`src/hdl/wsd_pkg.sv`:
```
// Shared types and constants for the WebSocket frame deframer.
// No dependencies; imported by hdl/websocket_frame_deframer.sv.
`default_nettype none

package wsd_pkg;

    // Header parser phases
    typedef enum logic [2:0] {
        PH_HDR1 = 3'd0,
        PH_HDR2 = 3'd1,
        PH_LEN  = 3'd2,
        PH_MASK = 3'd3,
        PH_DATA = 3'd4
    } phase_t;

    // Result kinds
    localparam logic [2:0] KIND_TEXT_SINGLE = 3'd0;
    localparam logic [2:0] KIND_TEXT_FRAG   = 3'd1;
    localparam logic [2:0] KIND_PING        = 3'd2;
    localparam logic [2:0] KIND_CLOSE       = 3'd3;
    localparam logic [2:0] KIND_DISCARD     = 3'd4;
    localparam logic [2:0] KIND_LEN_ERR     = 3'd5;

    // Frame opcodes
    localparam logic [3:0] OP_CONT   = 4'h0;
    localparam logic [3:0] OP_TEXT   = 4'h1;
    localparam logic [3:0] OP_BINARY = 4'h2;
    localparam logic [3:0] OP_CLOSE  = 4'h8;
    localparam logic [3:0] OP_PING   = 4'h9;

    // Second header byte length codes
    localparam logic [6:0] LEN_CODE_16 = 7'd126;
    localparam logic [6:0] LEN_CODE_64 = 7'd127;

    localparam int          MAX_LEN_W     = 63;
    localparam logic [62:0] MAX_LEN_RESET = 63'd2147483647;

    // One result transfer
    typedef struct packed {
        logic [2:0] kind;
        logic [7:0] data;
        logic       has_byte;
        logic       last;
    } result_t;

endpackage

`default_nettype wire

```
`src/hdl/websocket_frame_deframer.sv`:
```
// WebSocket frame deframer: header parse, unmasking and fragment tracking.
// Depends on hdl/wsd_pkg.sv.
// Results are registered (out_data_reg, or skid_data_reg while the output holds).
// Throughput: one byte per cycle while skid is empty; a single state pass per byte.
// A two-entry output buffer keeps input flowing while one result waits.
// Reset (rst_n low, asynchronous): parser idle, no fragment open, not halted,
// max_frame_length back to 2147483647, output buffer empty.
`default_nettype none

module websocket_frame_deframer (
    input  wire logic        clk,
    input  wire logic        rst_n,
    // configuration
    input  wire logic        cfg_we,
    input  wire logic [62:0] cfg_wdata,     // max_frame_length
    // received bytes
    input  wire logic        s_axis_tvalid,
    output logic             s_axis_tready,
    input  wire logic [7:0]  s_axis_tdata,  // [7:0] rx_byte
    input  wire logic        s_axis_tuser,  // [0] restart
    // results
    output logic             m_axis_tvalid,
    input  wire logic        m_axis_tready,
    output logic [7:0]       m_axis_tdata,  // [7:0] payload_byte
    output logic [3:0]       m_axis_tuser,  // [2:0] kind, [3] has_byte
    output logic             m_axis_tlast   // last
);

    import wsd_pkg::*;

    // Parser state
    phase_t         phase_reg, phase_next;
    logic           final_reg, final_next;
    logic [3:0]     opcode_reg, opcode_next;
    logic           masked_reg, masked_next;
    logic [3:0]     len_left_reg, len_left_next;
    logic [63:0]    pay_left_reg, pay_left_next;
    logic [31:0]    mask_key_reg, mask_key_next;
    logic [1:0]     mask_pos_reg, mask_pos_next;
    logic [3:0]     open_op_reg, open_op_next;
    logic           halted_reg, halted_next;
    logic [62:0]    max_len_reg;

    // Output buffer
    logic           out_valid_reg, skid_valid_reg;
    result_t        out_data_reg, skid_data_reg;

    logic           in_xfer, out_pop;
    logic           res_valid;
    result_t        res;
    logic           after_len, hdr_done;
    logic [7:0]     key_byte, unmasked;
    logic           data_end, frag_start;

    assign s_axis_tready = !skid_valid_reg;
    assign in_xfer       = s_axis_tvalid && s_axis_tready;
    assign out_pop       = out_valid_reg && m_axis_tready;

    // Mask key byte for the current payload position, most significant first
    always_comb
    begin
        case (mask_pos_reg)
            2'd0:    key_byte = mask_key_reg[31:24];
            2'd1:    key_byte = mask_key_reg[23:16];
            2'd2:    key_byte = mask_key_reg[15:8];
            default: key_byte = mask_key_reg[7:0];
        endcase
    end

    assign unmasked = masked_reg ? (s_axis_tdata ^ key_byte) : s_axis_tdata;
    assign data_end = (pay_left_reg == 64'd1);

    // Next parser state and result for the byte in transfer
    always_comb
    begin
        phase_next    = phase_reg;
        final_next    = final_reg;
        opcode_next   = opcode_reg;
        masked_next   = masked_reg;
        len_left_next = len_left_reg;
        pay_left_next = pay_left_reg;
        mask_key_next = mask_key_reg;
        mask_pos_next = mask_pos_reg;
        open_op_next  = open_op_reg;
        halted_next   = halted_reg;
        res_valid     = 1'b0;
        res           = '0;
        after_len     = 1'b0;
        hdr_done      = 1'b0;
        frag_start    = 1'b0;

        if (in_xfer)
        begin
            if (s_axis_tuser)
            begin
                phase_next    = PH_HDR1;
                final_next    = 1'b0;
                opcode_next   = OP_CONT;
                masked_next   = 1'b0;
                len_left_next = 4'd0;
                pay_left_next = 64'd0;
                mask_key_next = 32'd0;
                mask_pos_next = 2'd0;
                open_op_next  = OP_CONT;
                halted_next   = 1'b0;
            end
            else if (!halted_reg)
            begin
                unique case (phase_reg)
                    PH_HDR1:
                    begin
                        final_next  = s_axis_tdata[7];
                        opcode_next = s_axis_tdata[3:0];
                        phase_next  = PH_HDR2;
                    end
                    PH_HDR2:
                    begin
                        masked_next   = s_axis_tdata[7];
                        mask_key_next = 32'd0;
                        pay_left_next = 64'd0;
                        if (s_axis_tdata[6:0] == LEN_CODE_16)
                        begin
                            len_left_next = 4'd2;
                            phase_next    = PH_LEN;
                        end
                        else if (s_axis_tdata[6:0] == LEN_CODE_64)
                        begin
                            len_left_next = 4'd8;
                            phase_next    = PH_LEN;
                        end
                        else
                        begin
                            pay_left_next = {57'd0, s_axis_tdata[6:0]};
                            after_len     = 1'b1;
                        end
                    end
                    PH_LEN:
                    begin
                        pay_left_next = {pay_left_reg[55:0], s_axis_tdata};
                        len_left_next = len_left_reg - 4'd1;
                        after_len     = (len_left_next == 4'd0);
                    end
                    PH_MASK:
                    begin
                        mask_key_next = {mask_key_reg[23:0], s_axis_tdata};
                        mask_pos_next = mask_pos_reg + 2'd1;
                        hdr_done      = (mask_pos_next == 2'd0);
                    end
                    PH_DATA:
                    begin
                        if (masked_reg)
                            mask_pos_next = mask_pos_reg + 2'd1;
                        pay_left_next = pay_left_reg - 64'd1;
                        case (opcode_reg)
                            OP_CONT:
                            begin
                                if (open_op_reg == OP_TEXT)
                                begin
                                    res_valid = 1'b1;
                                    res = '{KIND_TEXT_FRAG, unmasked, 1'b1,
                                            final_reg && data_end};
                                end
                            end
                            OP_TEXT:
                            begin
                                res_valid = 1'b1;
                                if (final_reg)
                                    res = '{KIND_TEXT_SINGLE, unmasked, 1'b1, data_end};
                                else
                                    res = '{KIND_TEXT_FRAG, unmasked, 1'b1, 1'b0};
                            end
                            OP_CLOSE:
                            begin
                                if (data_end)
                                begin
                                    halted_next = 1'b1;
                                    res_valid   = 1'b1;
                                    res = '{KIND_CLOSE, 8'd0, 1'b0, 1'b0};
                                end
                            end
                            OP_PING:
                            begin
                                res_valid = 1'b1;
                                res = '{KIND_PING, unmasked, 1'b1, data_end};
                            end
                            default:
                            begin
                            end
                        endcase
                        if (data_end)
                        begin
                            if (opcode_reg == OP_CONT && final_reg)
                                open_op_next = OP_CONT;
                            phase_next    = PH_HDR1;
                            mask_pos_next = 2'd0;
                        end
                    end
                    default:
                        phase_next = PH_HDR1;
                endcase
            end
        end

        // Length complete: go to mask key or finish header
        if (after_len)
        begin
            if (masked_next)
            begin
                phase_next    = PH_MASK;
                mask_pos_next = 2'd0;
            end
            else
                hdr_done = 1'b1;
        end

        // Header complete: length check, fragment tracking, empty frames
        if (hdr_done)
        begin
            mask_pos_next = 2'd0;
            frag_start = !final_reg && (opcode_reg == OP_TEXT || opcode_reg == OP_BINARY);
            if (pay_left_next > {1'b0, max_len_reg})
            begin
                halted_next = 1'b1;
                phase_next  = PH_HDR1;
                res_valid   = 1'b1;
                res = '{KIND_LEN_ERR, 8'd0, 1'b0, 1'b0};
            end
            else if (frag_start)
            begin
                if (open_op_reg == OP_TEXT)
                begin
                    res_valid = 1'b1;
                    res = '{KIND_DISCARD, 8'd0, 1'b0, 1'b0};
                end
                open_op_next = opcode_reg;
                phase_next   = (pay_left_next == 64'd0) ? PH_HDR1 : PH_DATA;
            end
            else if (pay_left_next == 64'd0)
            begin
                // zero-length frame ends here
                phase_next = PH_HDR1;
                case (opcode_reg)
                    OP_CONT:
                    begin
                        if (final_reg)
                        begin
                            if (open_op_reg == OP_TEXT)
                            begin
                                res_valid = 1'b1;
                                res = '{KIND_TEXT_FRAG, 8'd0, 1'b0, 1'b1};
                            end
                            open_op_next = OP_CONT;
                        end
                    end
                    OP_TEXT:
                    begin
                        if (final_reg)
                        begin
                            res_valid = 1'b1;
                            res = '{KIND_TEXT_SINGLE, 8'd0, 1'b0, 1'b1};
                        end
                    end
                    OP_CLOSE:
                    begin
                        halted_next = 1'b1;
                        res_valid   = 1'b1;
                        res = '{KIND_CLOSE, 8'd0, 1'b0, 1'b0};
                    end
                    OP_PING:
                    begin
                        res_valid = 1'b1;
                        res = '{KIND_PING, 8'd0, 1'b0, 1'b1};
                    end
                    default:
                    begin
                    end
                endcase
            end
            else
                phase_next = PH_DATA;
        end
    end

    // Parser state registers
    always_ff @(posedge clk or negedge rst_n)
    begin
        if (!rst_n)
        begin
            phase_reg    <= PH_HDR1;
            final_reg    <= 1'b0;
            opcode_reg   <= OP_CONT;
            masked_reg   <= 1'b0;
            len_left_reg <= 4'd0;
            pay_left_reg <= 64'd0;
            mask_key_reg <= 32'd0;
            mask_pos_reg <= 2'd0;
            open_op_reg  <= OP_CONT;
            halted_reg   <= 1'b0;
            max_len_reg  <= MAX_LEN_RESET;
        end
        else
        begin
            phase_reg    <= phase_next;
            final_reg    <= final_next;
            opcode_reg   <= opcode_next;
            masked_reg   <= masked_next;
            len_left_reg <= len_left_next;
            pay_left_reg <= pay_left_next;
            mask_key_reg <= mask_key_next;
            mask_pos_reg <= mask_pos_next;
            open_op_reg  <= open_op_next;
            halted_reg   <= halted_next;
            if (cfg_we)
                max_len_reg <= cfg_wdata;
        end
    end

    // Output buffer valid flags
    always_ff @(posedge clk or negedge rst_n)
    begin
        if (!rst_n)
        begin
            out_valid_reg  <= 1'b0;
            skid_valid_reg <= 1'b0;
        end
        else if (skid_valid_reg)
        begin
            if (out_pop)
                skid_valid_reg <= 1'b0;
        end
        else if (res_valid)
        begin
            if (out_valid_reg && !out_pop)
                skid_valid_reg <= 1'b1;
            else
                out_valid_reg <= 1'b1;
        end
        else if (out_pop)
            out_valid_reg <= 1'b0;
    end

    // Output buffer payload
    always_ff @(posedge clk)
    begin
        if (skid_valid_reg)
        begin
            if (out_pop)
                out_data_reg <= skid_data_reg;
        end
        else if (res_valid)
        begin
            if (out_valid_reg && !out_pop)
                skid_data_reg <= res;
            else
                out_data_reg <= res;
        end
    end

    assign m_axis_tvalid = out_valid_reg;
    assign m_axis_tdata  = out_data_reg.data;
    assign m_axis_tuser  = {out_data_reg.has_byte, out_data_reg.kind};
    assign m_axis_tlast  = out_data_reg.last;

endmodule

`default_nettype wire

```
`config.mk`:
```
export PLATFORM = sky130hd
export DESIGN_NAME = websocket_frame_deframer
export DESIGN_NICKNAME = d
export VERILOG_FILES = /design/src/hdl/wsd_pkg.sv /design/src/hdl/websocket_frame_deframer.sv
export SDC_FILE = /design/constraint.sdc
export NUM_CORES = 1
export LEC_CHECK = 0
export ABC_AREA = 1
export BUFFER_PORTS_ARGS = -buffer_cell sky130_fd_sc_hd__buf_2
export CAP_MARGIN = 20
export CORE_MARGIN = 1
export CORE_UTILIZATION = 40
export DETAILED_ROUTE_END_ITERATION = 10
export PLACE_DENSITY = 0.67
export SYNTH_ARGS = -nofsm -noshare
export SYNTH_HDL_FRONTEND = slang
export SYNTH_SLANG_ARGS = --single-unit
```
`constraint.sdc`:
```
create_clock -name clk -period 4.45 [get_ports clk]
set_clock_uncertainty 0.15 [all_clocks]
set_input_delay 0.445 -clock clk [delete_from_list [all_inputs] [get_ports clk]]
set_output_delay 0.445 -clock clk [all_outputs]
set_load 0.03 [all_outputs]
```
==> results.md, run 1 <==
* Status: finished clean
* CTS tree: built
* Synth area leaders: dfrtp_1, nand2_1, inv_1
* Min Hold Slack at 36.04 ps
* Setup TNS at 0 ps
* Initial antenna violation count at 0
* DRC at 0
* Tcrit/Tclk final at 96.94%
* Post-synthesis to final-layout area growth at 33.85%
* Final net count at 2742
* Routability cong. at 0.9238
* CP Launch Type: flop
* WL final at 50730 µm
* DR iter-0 viols at 1122
* Die Width at 195.0 µm
* Drt first pass iters at 10
* Synth area leader: dfrtp_1
* CP Max Fanout at 13
* IO Pins at 92
* Vias in the first global route at 15380
* Max VDD drop at 0.0003002 V
* Most used cell, CP: nand2_1
* Via count at 15860
* Placed cell areas at 17330 µm²
* Warnings from Yosys at 0
* EDFF count, synth at 26
* Worst-path clk slew at 60 ps
* Worst Hold Class: input pin to flop
* Starting Density at 40.68%
* Slew Limit Headroom at 33.72%
* Total of max-cap violations at 0
* Chip height at 195.0 µm
* Largest register FFs at 64
* Final setup violation count at 0
* HPWL after DPL at 36570 µm
* Largest net degree at the start of global routing at 126
* Post-synth top area share at 25.20%
* Synth Register Bits at 207
* Total congestion overflow at 0
* Main synth FF type: dfrtp_1
* Syn Std Cell Area at 14890 µm²
* Total Routing Usage GR at 26.21%
* Worst skew pair latency at 550 ps
* Area of the core at 36610 µm²
* Area of the multi-input gates at 8720 µm²
* Fin area at 19940 µm²
* Dpl ws at -269.2 ps
* F_max at 231.8 MHz
* DIE AREA at 38010 µm²
* Cell area power density at 510.8 nW/µm²
* LEAKAGE at 10.09 nW
* Post-synth ARST share at 87.44%
* Fill count at 3551
* Cell variety after synth at 49
* Syn_nets at 2389
* Root buffer cell: clkbuf_16
* Delay of the slowest critical-path stage at 400 ps
* Floorplan row count at 70
* Antenna-violating nets left at 0
* Clock Path Buffers at 3
* Minimum clock period at 4314 ps
* TritonCTS buffer count at 25
* Critical Path Slowest Stage Cell: dfrtp_1
* Critical path arrival at 4470 ps
* Post-Synthesis Cells at 2241
* Final Hold Viols at 0
* WL/cell at 16.46 µm
* RSZ-0062 raised after global routing: yes
* Crit Path Class: flop to flop
* Slew at the pin closest to its max-slew limit at 994.2 ps
* Global-route wire length before repair at 80160 µm
* # diodes at 0
* Slew Viols, Final at 0
* Layout cells sized above 1 at 23.04%
* Element type at the critical path end: flop
* Avg Cell Area, Syn at 6.646 µm²
* CTS Sinks at 207
* FF/Latch Area at 5369 µm²
* Final worst slack at 136.0 ps
* WP data required at 4610 ps
* Number of I/O port buffers at 91
* H-tree levels at 1
* Vias per cell at 5.149
* Seq/Total Area, Yosys at 35.91%
[layout by cell type, fill, tap and decap left out, types with 5 or more instances in the layout]
| cell | instances |
|---|---|
| dfrtp_1 | 134 |
| o21bai_1 | 12 |
| buf_12 | 15 |
| a21oi_2 | 5 |
| nand3_2 | 12 |
| buf_2 | 89 |
| dfstp_2 | 31 |
| nor2_4 | 39 |
| clkbuf_1 | 9 |
| inv_1 | 317 |
| nand2_4 | 12 |
| dlygate4sd3_1 | 64 |
| clkbuf_16 | 29 |
| o21ai_2 | 5 |
| o21ai_1 | 10 |
| o211ai_1 | 7 |
| nand3_1 | 163 |
| dfrtp_2 | 16 |
| nand4_1 | 15 |
| ha_1 | 60 |
| inv_2 | 10 |
| nand2_2 | 41 |
| buf_4 | 214 |
| nor3_1 | 15 |
| nor2_1 | 241 |
| o21ai_0 | 174 |
| buf_6 | 9 |
| edfxtp_1 | 26 |
| o221ai_1 | 8 |
| ha_4 | 11 |
| a21oi_1 | 127 |
| nor2_2 | 30 |
| o21a_1 | 13 |
| nand2_1 | 590 |
[metal layers]
layer | routed length (µm) | global-route usage, %
met1 | 21510 | 33.59
met2 | 24850 | 45.73
met3 | 2483 | 2.863
met4 | 1885 | 8.836
met5 | 0 | 0
[critical path, delay by kind of cell, from the launching register on]
family                   cells  cell delay, ps
AO/OA/AOI/OAI                3             310
adder cells (fa/ha/maj)      2             400
buffers and inverters        7             750
flip-flops                   1             400
AND/OR/NAND/NOR             22            2040
[cells in the mapped netlist, drive strengths merged (2+ instances only)]
cell and count:
nand2 645, clkinv 2, buf 23, o41ai 4, clkbuf 47, a21boi 2, edfxtp 26, o221ai 8
nor3 18, dfrtp 150, ha 71, dfstp 31, nor4 6, o21ai 190, nor2 312, o21bai 12
nand3 179, a21oi 132, nor4b 2, xnor2 2, o21a 13, nand4 16, a22oi 2, inv 330
a31oi 4, o211ai 7
[report_power, final]
part / internal [W] / leakage, nW / switching (W)
logic: 0.00227 / 7.24 / 0.00337
registers: 0.00220 / 2.47 / 0.000317
clock network: 0.00117 / 0.382 / 0.000851
total: 0.00564 / 10.1 / 0.00454
[layout make-up]
| class | count | share of cell area (%) |
|---|---|---|
| multi-input combinational | 1632 | 43.74 |
| sequential | 207 | 26.93 |
| timing repair buffer | 396 | 16.16 |
| inverter | 332 | 6.295 |
| clock buffer | 35 | 3.376 |
| tap | 468 | 2.937 |
| clock inverter | 11 | 0.5648 |
[metrics by stage]
step | utilization, % | instances | power, W
2_1_floorplan | - | 2241 | 0.005250
6_report | 54.46 | 3081 | 0.01018
4_1_cts | 51.79 | 3051 | 0.009566
3_3_place_gp | 47.32 | 2934 | 0.007250
3_5_place_dp | 47.32 | 2934 | 0.007290
5_1_grt | 54.46 | 3081 | 0.01091
[cell families (layout without fill, tap and decap cells)]
group / Yosys count / count (layout) / share of synthesized area [%]
XOR/XNOR: 2 / 2 / 0.1176
AND/OR/NAND/NOR: 1179 / 1179 / 33.61
adder cells (fa/ha/maj): 71 / 71 / 5.964
AO/OA/AOI/OAI: 379 / 379 / 13.89
flip-flops: 207 / 207 / 35.91
multiplexers: 1 / 1 / 0.07560
buffers and inverters: 402 / 774 / 10.43
[path summary, 6_finish.rpt]
path                                  from               end  slack, ps  cells after the start
max                        pay_left_reg[0]   m_axis_tdata[3]        140                     34
min                          m_axis_tready    skid_valid_reg         40                      4
max reg2reg                pay_left_reg[0]   m_axis_tdata[3]        140                     34
min reg2reg                max_len_reg[11]   max_len_reg[11]        340                      2
max in group asynchronous            rst_n  pay_left_reg[24]       2820                      3
min in group asynchronous            rst_n  mask_key_reg[28]        360                      2
[what timing repair did]
action / in CTS / in global routing
resized for setup: 30 / 177
endpoints found under the hold margin: 139 / 0
pin swaps: 10 / 45
gates cloned: 0 / 4
hold buffers: 64 / 0
setup buffers: 7 / 27
setup endpoints to repair: 32 / 41
Power figures use the tool's default switching activity.
==> run 2, diff against run 1 <==
- CORE_UTILIZATION: 40 -> 25
- PLACE_DENSITY: 0.67 -> 0.51
==> run 2 against run 1 <==
Against the previous run: via count is 3.8% lower; utilization is 21 points lower; worst hold slack better by 27 ps; wire length is 1.9% lower; register-to-register slack better by 97 ps; count of clock-buffer cells in the layout is 5 lower; cell area is 2.4% lower; combinational power is 13% lower; non-clock buffer count is 84 lower; final cell count is 7.2% higher; global-route usage is 10 points lower; critical endpoint is now m_axis_tdata[0]; largest power group unchanged.
==> results.md, run 2 (synthesized netlist as in run 1, its figures left out) <==
* Status: finished clean (unchanged)
* Fin util at 33.02% (was 54.46%)
* Worst-path clk slew at 70 ps (was 60 ps)
* Minimum clock period at 4217 ps (was 4314 ps)
* Largest net degree at the start of global routing at 126 (unchanged)
* CP Max Fanout at 6 (was 13)
* Starting Density at 25.28% (was 40.68%)
* Dpl ws at -190.3 ps (was -269.2 ps)
* WHS Path Cells at 3 (was 4)
* Worst R2R Path Depth at 28 (was 34)
* Final setup violation count at 0 (unchanged)
* Number of I/O port buffers at 91 (unchanged)
* LEAKAGE at 9.631 nW (was 10.09 nW)
* IO Pins at 92 (unchanged)
* Element type at the critical path end: flop (unchanged)
* Most frequent cells in the layout: nand2_1, inv_1, nor2_1, o21ai_0, nand3_1 (was nand2_1, inv_1, nor2_1, buf_4, o21ai_0)
* Fill count at 6321 (was 3551)
* Critical Path Slowest Stage Cell: dfrtp_2 (was dfrtp_1)
* Slew Limit Headroom at 41.84% (was 33.72%)
* Max VDD drop at 0.0002807 V (was 0.0003002 V)
* Cell area power density at 495.0 nW/µm² (was 510.8 nW/µm²)
* WP data required at 4580 ps (was 4610 ps)
* Final net count at 2659 (was 2742)
* DR iter-0 viols at 1045 (was 1122)
* DRC at 0 (unchanged)
* Final Hold Viols at 0 (unchanged)
* Chip height at 246.1 µm (was 195.0 µm)
* Slew at the pin closest to its max-slew limit at 872.4 ps (was 994.2 ps)
* Total congestion overflow at 0 (unchanged)
* DIE AREA at 60560 µm² (was 38010 µm²)
* Worst Hold Class: input pin to flop (unchanged)
* CTS Sinks at 207 (unchanged)
* Drt first pass iters at 6 (was 10)
* Vias in the first global route at 14700 (was 15380)
* Setup TNS at 0 ps (unchanged)
* Slew Viols, Final at 0 (unchanged)
* Antenna-violating nets left at 0 (unchanged)
* Global-route wire length before repair at 78690 µm (was 80160 µm)
* Reg2reg start: pay_left_reg[2] (was pay_left_reg[0])
* Layout cells sized above 1 at 19.68% (was 23.04%)
* Delay of the slowest critical-path stage at 460 ps (was 400 ps)
* Critical path arrival at 4340 ps (was 4470 ps)
* Worst skew pair latency at 560 ps (was 550 ps)
* # diodes at 0 (unchanged)
* Routability cong. at 0.9400 (was 0.9238)
* R2R Setup Slk at 230 ps (was 140 ps)
* Vias per cell at 4.620 (was 5.149)
* Root buffer cell: clkbuf_16 (unchanged)
* Total of max-cap violations at 0 (unchanged)
* Via count at 15260 (was 15860)
* Post-synthesis to final-layout area growth at 30.58% (was 33.85%)
* WL/cell at 15.07 µm (was 16.46 µm)
* Final worst slack at 232.6 ps (was 136.0 ps)
* Worst hold endpoint: mask_key_reg[5] (was skid_valid_reg)
* FF/Latch Area at 5370 µm² (was 5369 µm²)
* Worst r2r dst: m_axis_tdata[0] (was m_axis_tdata[3])
* Commonest non-fill, non-tap cell in the layout: nand2_1 (unchanged)
* Most used cell, CP: nand2_1 (unchanged)
* H-tree levels at 1 (unchanged)
* F_max at 237.1 MHz (was 231.8 MHz)
* CP Launch Type: flop (unchanged)
* CTS tree: built (unchanged)
* Area of the multi-input gates at 8459 µm² (was 8720 µm²)
* TritonCTS buffer count at 26 (was 25)
* Clock Path Buffers at 3 (unchanged)
* WL final at 49790 µm (was 50730 µm)
* Total Routing Usage GR at 16.20% (was 26.21%)
* Die Width at 246.1 µm (was 195.0 µm)
* Tcrit/Tclk final at 94.77% (was 96.94%)
* HPWL after DPL at 37100 µm (was 36570 µm)
* Area of the core at 58910 µm² (was 36610 µm²)
* Min Hold Slack at 62.55 ps (was 36.04 ps)
* Largest register FFs at 64 (unchanged)
* Initial antenna violation count at 0 (unchanged)
* Min-delay src: s_axis_tdata[5] (was m_axis_tready)
* Floorplan row count at 89 (was 70)
* Crit Path Class: flop to flop (unchanged)
## run 2: changes by cell type in the layout (fill, tap and decap cells not counted), moves of 8 or more
| cell | before | now |
|---|---|---|
| nor2_2 | 30 | 38 |
| nand3_1 | 163 | 172 |
| buf_4 | 214 | 137 |
| nand2_1 | 590 | 603 |
| nand2_2 | 41 | 31 |
## run 2: layout make-up
cell class	count	share of cell area, %
sequential	207	27.61
timing repair buffer	312	12.99
clock buffer	30	3.525
tap	773	4.973
clock inverter	18	0.9843
inverter	332	6.420
multi-input combinational	1632	43.50
## run 2: per-stage QoR
step	instance area (µm²)	cells	power (W)
4_1_cts	18650	3269	0.009119
2_1_floorplan	14890	2241	0.005250
3_3_place_gp	17030	3148	0.006782
3_5_place_dp	17030	3148	0.006791
6_report	19450	3304	0.009627
5_1_grt	19450	3304	0.01035
## run 2: metal layers
| layer | up-vias | share of wire [%] | track usage (%) | wire length (µm) |
|---|---|---|---|---|
| met2 | 348 | 47 | 27.73 | 23640 |
| met5 | - | 0 | 0 | 0 |
| met1 | 7119 | 45 | 21.00 | 22220 |
| li1 | 7702 | - | - | - |
| met3 | 95 | 4.3 | 1.993 | 2161 |
| met4 | 0 | 3.5 | 5.188 | 1762 |
## run 2: power breakdown
group          total, W  leakage [nW]  internal [W]  switching (W)
Clock           0.00218         0.422       0.00128       0.000901
Sequential      0.00255          2.47       0.00220       0.000347
Combinational   0.00489          6.74       0.00181        0.00309
Total           0.00963          9.63       0.00529        0.00433
## run 2: worst max path at each step
stage,end,cells after the start,start
after CTS,m_axis_tuser[0],32,pay_left_reg[4]
after global placement,m_axis_tuser[0],32,pay_left_reg[6]
after global routing,m_axis_tdata[2],31,pay_left_reg[2]
final,m_axis_tdata[0],28,pay_left_reg[2]
after detailed placement,m_axis_tuser[0],32,pay_left_reg[6]
after floorplan,skid_data_reg[0],23,pay_left_reg[0]
## run 2: repair_timing
action / 4_1_cts / 5_1_grt
hold buffers: 65 / 0
setup endpoints to repair: 35 / 43
resized for setup: 7 / 147
gates cloned: 0 / 1
pin swaps: 4 / 39
setup buffers: 8 / 34
hold endpoints to repair: 128 / 0
## run 2: worst max-delay path, delay by kind of cell, from the launching register on
family | cells | cell delay [ps]
compound gates | 4 | 640
simple gates | 17 | 1600
flops | 1 | 460
buf+inv | 6 | 710
fa+ha+maj | 1 | 320
